==> config.mk <==
export PLATFORM = sky130hd
export DESIGN_NAME = spat_alu
export DESIGN_NICKNAME = d
export VERILOG_FILES = /design/src/design/spat_pkg.sv /design/src/design/spat_alu.sv
export SDC_FILE = /design/constraint.sdc
export NUM_CORES = 1
export LEC_CHECK = 0
export BUFFER_PORTS_ARGS = -buffer_cell sky130_fd_sc_hd__buf_2
export CORE_MARGIN = 2
export CORE_UTILIZATION = 50
export DETAILED_ROUTE_END_ITERATION = 12
export PLACE_DENSITY = 0.82
export REMOVE_ABC_BUFFERS = 1
export SKIP_LAST_GASP = 1
export SYNTH_ARGS = -nofsm -noshare
export SYNTH_HDL_FRONTEND = slang
export SYNTH_SLANG_ARGS = --single-unit
==> constraint.sdc <==
create_clock -name vclk -period 4.42
set_clock_uncertainty 0.1 [all_clocks]
set_input_delay 0.663 -clock vclk [all_inputs]
set_output_delay 0.663 -clock vclk [all_outputs]
set_load 0.05 [all_outputs]
==> src/design/spat_pkg.sv <==
// Shared types, codes and constants of the segment and page address translator.
package spat_pkg;

   localparam int DEF_GLOBAL_DEPTH = 256;
   localparam int DEF_LOCAL_DEPTH  = 256;
   localparam int DIR_DEPTH        = 1024;
   localparam int PAGE_DEPTH       = 1024;
   localparam int PAGE_AW          = 10;
   localparam int PAGE_ENTRY_W     = 21;
   localparam int INDEX_W          = 13;

   // Request kinds.
   typedef enum logic [2:0] {
      KIND_TRANSLATE = 3'd0,
      KIND_WR_GLOBAL = 3'd1,
      KIND_WR_LOCAL  = 3'd2,
      KIND_WR_DIR    = 3'd3,
      KIND_WR_PAGE   = 3'd4
   } kind_type;

   // Operations of the shared adder.
   typedef enum logic {
      ALU_ADD = 1'b0,
      ALU_SUB = 1'b1
   } alu_op_type;

   // Sequencer states.
   typedef enum logic [2:0] {
      ST_CLEAR,
      ST_IDLE,
      ST_DESC,
      ST_ADD,
      ST_PAGE,
      ST_DONE
   } state_type;

   // Address width of a table; a single-entry table still gets one address bit.
   function automatic int addr_width(input int depth);
      addr_width = (depth > 1) ? $clog2(depth) : 1;
   endfunction

endpackage

==> src/design/spat_alu.sv <==
// Shared 32-bit adder used for the limit check and the base addition.
module spat_alu (
   input  spat_pkg::alu_op_type op,
   input  logic [31:0]          a,
   input  logic [31:0]          b,
   output logic [31:0]          sum,
   output logic                 carry
);

   logic        sub;
   logic [32:0] total;

   assign sub   = (op == spat_pkg::ALU_SUB);
   // In subtract mode the carry out is set exactly when a >= b.
   assign total = {1'b0, a} + {1'b0, b ^ {32{sub}}} + 33'(sub);
   assign sum   = total[31:0];
   assign carry = total[32];

endmodule

; ---- Word-level counts from Yosys, hierarchy flattened
; Cells that the tools add are included.
[totals]
memories = 0
ram_bits = 0
input_bits = 65
latchBits = 0
register_bits = 0
rom_bits = 0
word_cells = 3
[op_classes]
mul = 0
n_addsub = 2
muxes = 0
shifts = 0
n_eq_ne = 0
bitwise_logic = 1
div_mod_pow = 0
n_lt_le_gt_ge = 0
reduce_logical = 0
[ops]
columns = operator, n
row1 = adder 32 x 32 -> 33 bit, 1
row2 = adder 33 x 1 -> 33 bit, 1
row3 = bitwise XOR 32 bit, 1

; ---- Logic depth before layout (Yosys ltp)
; Gate-level depths: netlist (run 1).
[logic_depth]
word_depth = 3
ltp_mapped = 11
depth_no_buf = 10

; ---- Worst setup path after synthesis (run 1)
; OpenSTA, ideal clock, no wires.
[synth_timing]
kind = input-to-output
start = input op
end = output sum[28]
setup_slack_ps = -904
arrival_time_ps = 4561
path_buffers = 2
cell_stages = 11
cell_sequence = buf_2 -> clkbuf_1 -> xor2_1 -> ha_1 -> a21o_1 -> a21o_1 -> a221o_1 -> a221o_1 -> a31o_2 -> nand4_1 -> nor4bb_1
[synth_via]
elab_chain_cells = 3
[synth_lines]
columns = item, line_no
row1 = from (decl), spat_alu.sv:3  ; input spat_pkg::alu_op_type op,
row2 = bitwise XOR 32 bit, spat_alu.sv:15  ; assign total = {1'b0, a} + {1'b0, b ^ {32{sub}}} + 33'(sub);
row3 = adder 32 x 32 -> 33 bit, spat_alu.sv:15
row4 = adder 33 x 1 -> 33 bit (*), spat_alu.sv:15
row5 = to (decl), spat_alu.sv:6  ; output logic [31:0] sum,
; Every way passes the cells marked *; elsewhere a longest branch is shown, timed or not.

; ---- Worst setup path in the final report (run 1)
[layout_timing]
start = input op
end = output sum[25]
; Same word-level chain as after synthesis.

==> flow_summary.toml, run 1 <==
[yosys]
netlist_instances = 286
synth_warnings = 0
synth_top_area_frac = 0.202
syn_area_um2 = 2110
synth-seq-area-share = 0
synthSimpleGateAreaFrac = 0.177
synth.distinct_cells = 46
synth_compound_area_frac = 0.329
synth_top_area_cell = "ha_1"
yosys-top-cells-area = "ha_1 20%, xor2_1 17%, a21oi_1 7.4%"
synth_top_family_by_area = "compound AO/OA/AOI/OAI gates"
synth.area.mux_share = 0.00951
synth_fa_ha_area_frac = 0.212
synthXorXnorAreaFrac = 0.241
avgSynthCellArea_um2 = 7.36

[global_route]
met1_usage = 0.337
grt_busiest_layer = "met2"
antenna_found_initial = 0
grt_pass1_wl_mm = 9.39
grt-ovfl-total = 0
grt_pass1_vias = 2227
grtUsageMet2 = 0.447
grt_use_met3 = 0.00487
track_usage = 0.245
grt_max_degree = 15

[place]
port_buffers = 98
dpl.hpwl_mm = 5.04
place.gp.congestion = 0.906
dp_worst_setup_slack_ns = -0.0152

[worst_setup_path]
cp_cell_sequence = "buf_4, xor2_1, ha_1, o21a_1, o211ai_1, or4b_1, a211o_1, a31oi_2, nor4b_1, a311oi_2, buf_2"
arrival_ns = 3.52
path_class = "primary input to output port"
crit_required_ns = 3.66
cp_slowest_cell = "or4b_1"
critPathBufInv = 2
critPathTopFamily = "compound AO/OA/AOI/OAI gates"
crit_path_end_kind = "output port"
max_stage_delay_ns = 0.55
cp-start-kind = "primary input"
worstPathMaxFanout = 14

[timing]
setup_ws_ns = 0.141
max_slew_margin = 0.733
period_needed_ns = 4.28
fin_tns_setup_ns = 0
hold_viol_final = 0
worst_pin_slew_ns = 0.395
rsz0062_at_grt = "no"
maxSlewViolCount = 0
setup_viol_count_final = 0
timing.fmax_ghz = 0.234
post-route-period-util = 0.968

[die]
die_x_um = 68.9
dieArea_um2 = 4750
coreArea_um2 = 4030
io_pins = 98
num_rows = 23
die_h_um = 68.9
initial_utilization = 0.523

[route]
totalWireLength_mm = 5.90
wl_per_cell_um = 13.6
dr.pass1.iters = 4
via_count = 2504
final_antenna_net_count = 0
drcViolationCount = 0
drt_iter0_drc = 222
vias_per_cell = 5.77

[layout]
clock_buffers = 0
final_cell_mix = "97 x buf_2, 41 x xor2_1, 34 x ha_1, 30 x a21oi_1, 19 x nand2_1"
regArea_um2 = 0
drive_gt1_frac = 0.297
nFlopsAndLatches = 0
areaGrowthSynthToFinish_pct = 28.8
antenna-diode-count = 0
final_common_cell = "buf_2"
fin_nets = 486

[power_and_ir_drop]
vdd_drop_max_v = 0.000220
power.density_nw_per_um2 = 348
p_leak_nw = 1.44
fin_total_pwr_mw = 0.943

[hold_path]
hold_class = "primary input to output port"

[clocking]
post_cts_buffers = 0

[outcome]
status = "complete, no violations"

[run]
maxCapViolCount = 0
## cell families after synthesis
kind of cell / after synthesis
muxes: 2
buffers and inverters: 17
AOI/OAI and AO/OA: 102
and+or+nand+nor: 72
xor gates and xnor gates: 58
adders and majority gates: 35
## synthesized netlist by cell type (8+ instances only)
master and n:
inv_1 9, o21ai_0 8, nand2_1 19, a21oi_1 31
ha_1 34, xnor2_1 17, nand3_1 12, xor2_1 41
a21o_1 16, nor2_1 10
## path summary, 6_finish.rpt
kind,endpoint,cells after the start,start,slack (ns)
worst min-delay path,sum[0],3,a[0],1.58
worst max-delay path,sum[25],11,op,0.14
## power breakdown
group	switching (mW)	leakage [nW]	internal, mW
Sequential	0	0	0
Combinational	0.654	1.44	0.289
Clock	0	0	0
## metrics by stage
| step | cell area (um2) | utilization | cells | hold WS [ns] |
|---|---|---|---|---|
| after floorplan | 2070 | - | 278 | 1.49 |
| after global placement | 2690 | 0.667 | 434 | 1.58 |
| after detailed placement | 2690 | 0.667 | 434 | 1.58 |
| after CTS | 2690 | 0.667 | 434 | 1.58 |
| after global routing | 2710 | 0.673 | 434 | 1.59 |
| final | 2710 | 0.673 | 434 | 1.58 |
## worst min-delay path, delay by kind of cell
family | cells | cell delay, ns
XOR/XNOR | 1 | 0.05
buffers and inverters | 2 | 0.29
## metal layers
metal | part of all wire | vias up
met5 | 0 | -
met4 | 0.0025 | 0
met3 | 0.053 | 2
met2 | 0.51 | 84
met1 | 0.44 | 1151
li1 | - | 1267
## repair_timing
action / 4_1_cts / 5_1_grt
hold buffers: 0 / 0
setup endpoints to repair: 1 / 7
resized for setup: 1 / 5
## cell type report
type	instances	area, um2
inverter	9	33.8
fill	369	1320
timing repair buffer	106	553
multi-input combinational	269	2060
tap	50	62.6
No activity file was read; power rests on OpenSTA's default activity.
==> run 2, diff against run 1 <==
CELL_PAD_IN_SITES_DETAIL_PLACEMENT = 0   (was unset)
CELL_PAD_IN_SITES_GLOBAL_PLACEMENT = 1   (was unset)
CORE_UTILIZATION = 34   (was 50)
PLACE_DENSITY = 0.81   (was 0.82)
==> flow_summary.toml, run 2 (synthesis results as in run 1) <==
[timing]
timing.fmax_ghz = 0.233
setup_viol_count_final = 0
hold_viol_final = 0
worst_pin_slew_ns = 0.423
post-route-period-util = 0.970
fin_tns_setup_ns = 0
period_needed_ns = 4.29
max_slew_margin = 0.718
rsz0062_at_grt = "no"
maxSlewViolCount = 0

[power_and_ir_drop]
p_clk_frac = 0
p_leak_nw = 1.48
seq_power_share = 0
netSwitchingPower_mw = 0.656
power.share.combinational = 1.000
vdd_drop_max_v = 0.000190
p_int_mw = 0.300
p_sw_frac = 0.686
power.density_nw_per_um2 = 341

[layout]
post-route-util = 0.470
drive_gt1_frac = 0.308
final_common_cell = "buf_2"
regArea_um2 = 0
nFlopsAndLatches = 0
clock_buffers = 0
fillers = 641
final_cell_mix = "96 x buf_2, 41 x xor2_1, 34 x ha_1, 30 x a21oi_1, 19 x nand2_1"
antenna-diode-count = 0
fin_nets = 495
fin_area_um2 = 2800
areaGrowthSynthToFinish_pct = 33.0

[global_route]
grt_pass1_wl_mm = 9.54
grt-ovfl-total = 0
grt_max_degree = 14
antenna_found_initial = 0
track_usage = 0.168
grt_pass1_vias = 2193

[route]
wl_per_cell_um = 13.2
vias_per_cell = 5.22
dr.pass1.iters = 4
final_antenna_net_count = 0
via_count = 2445
drt_iter0_drc = 56
drcViolationCount = 0
totalWireLength_mm = 6.19

[worst_setup_path]
cp-start-kind = "primary input"
max_stage_delay_ns = 0.56
path_class = "primary input to output port"
critPathBufInv = 2
arrival_ns = 3.53
critPathTopFamily = "compound AO/OA/AOI/OAI gates"
cpMostUsedCell = "clkbuf_4"
cp_slowest_cell = "or4b_1"
crit_path_end_kind = "output port"
crit_required_ns = 3.66
cp_cell_sequence = "clkbuf_4, xor2_1, ha_1, o21a_1, o211ai_1, or4b_1, a211o_1, a31oi_1, nor4b_1, a311oi_2, clkbuf_4"
worstPathMaxFanout = 13

[die]
io_pins = 98
initial_utilization = 0.354
die_h_um = 82.7
num_rows = 28
dieArea_um2 = 6840
coreArea_um2 = 5960
die_x_um = 82.7

[hold_path]
hold_class = "primary input to output port"

[place]
dpl.hpwl_mm = 5.33
place_area_um2 = 2790
port_buffers = 98
place.gp.congestion = 0.909

[run]
maxCapViolCount = 0

[clocking]
post_cts_buffers = 0
cts_hold_buf = 0
post_cts_resize_count = 0

[outcome]
status = "complete, no violations"
run 2: power groups by stage:
stage,logic (mW),registers (mW),clock network (mW)
after global routing,1.02,0,0
after detailed placement,0.950,0,0
after CTS,0.953,0,0
after global placement,0.947,0,0
final,0.956,0,0
after floorplan,0.714,0,0
run 2: cell type report:
type / count / area (um2) / share of cell area
Tap cell: 75 / 93.8 / 0.0335
Multi-Input combinational cell: 269 / 2050 / 0.732
Inverter: 9 / 33.8 / 0.0121
Timing Repair Buffer: 115 / 623 / 0.222
run 2: tightest hold or removal path, cell delays in order:
cell and delay (ns):
buf_2 0.09, xor2_1 0.06, buf_2 0.20
run 2: per-layer routing:
metal / global-route usage / vias up / wire length [um] / part of all wire
li1: - / 1283 / - / -
met1: 0.253 / 1102 / 3090 / 0.50
met2: 0.278 / 58 / 2830 / 0.46
met3: 0.00435 / 2 / 244 / 0.039
met4: 0.0115 / 0 / 21 / 0.0034
met5: 0 / - / 0 / 0
run 2: stage by stage:
step / hold WS [ns] / cells / power [mW] / worst slack [ns]
after floorplan: 1.49 / 278 / 0.714 / -0.310
after global placement: 1.58 / 468 / 0.947 / 0.126
after detailed placement: 1.58 / 468 / 0.950 / 0.0449
after CTS: 1.58 / 468 / 0.953 / 0.0357
after global routing: 1.62 / 468 / 1.02 / 0.00204
final: 1.58 / 468 / 0.956 / 0.131
run 2: path summary, 6_finish.rpt:
| path | end | start | cells past startpoint |
|---|---|---|---|
| hold / removal | sum[0] | a[0] | 3 |
| setup / recovery | sum[25] | op | 11 |
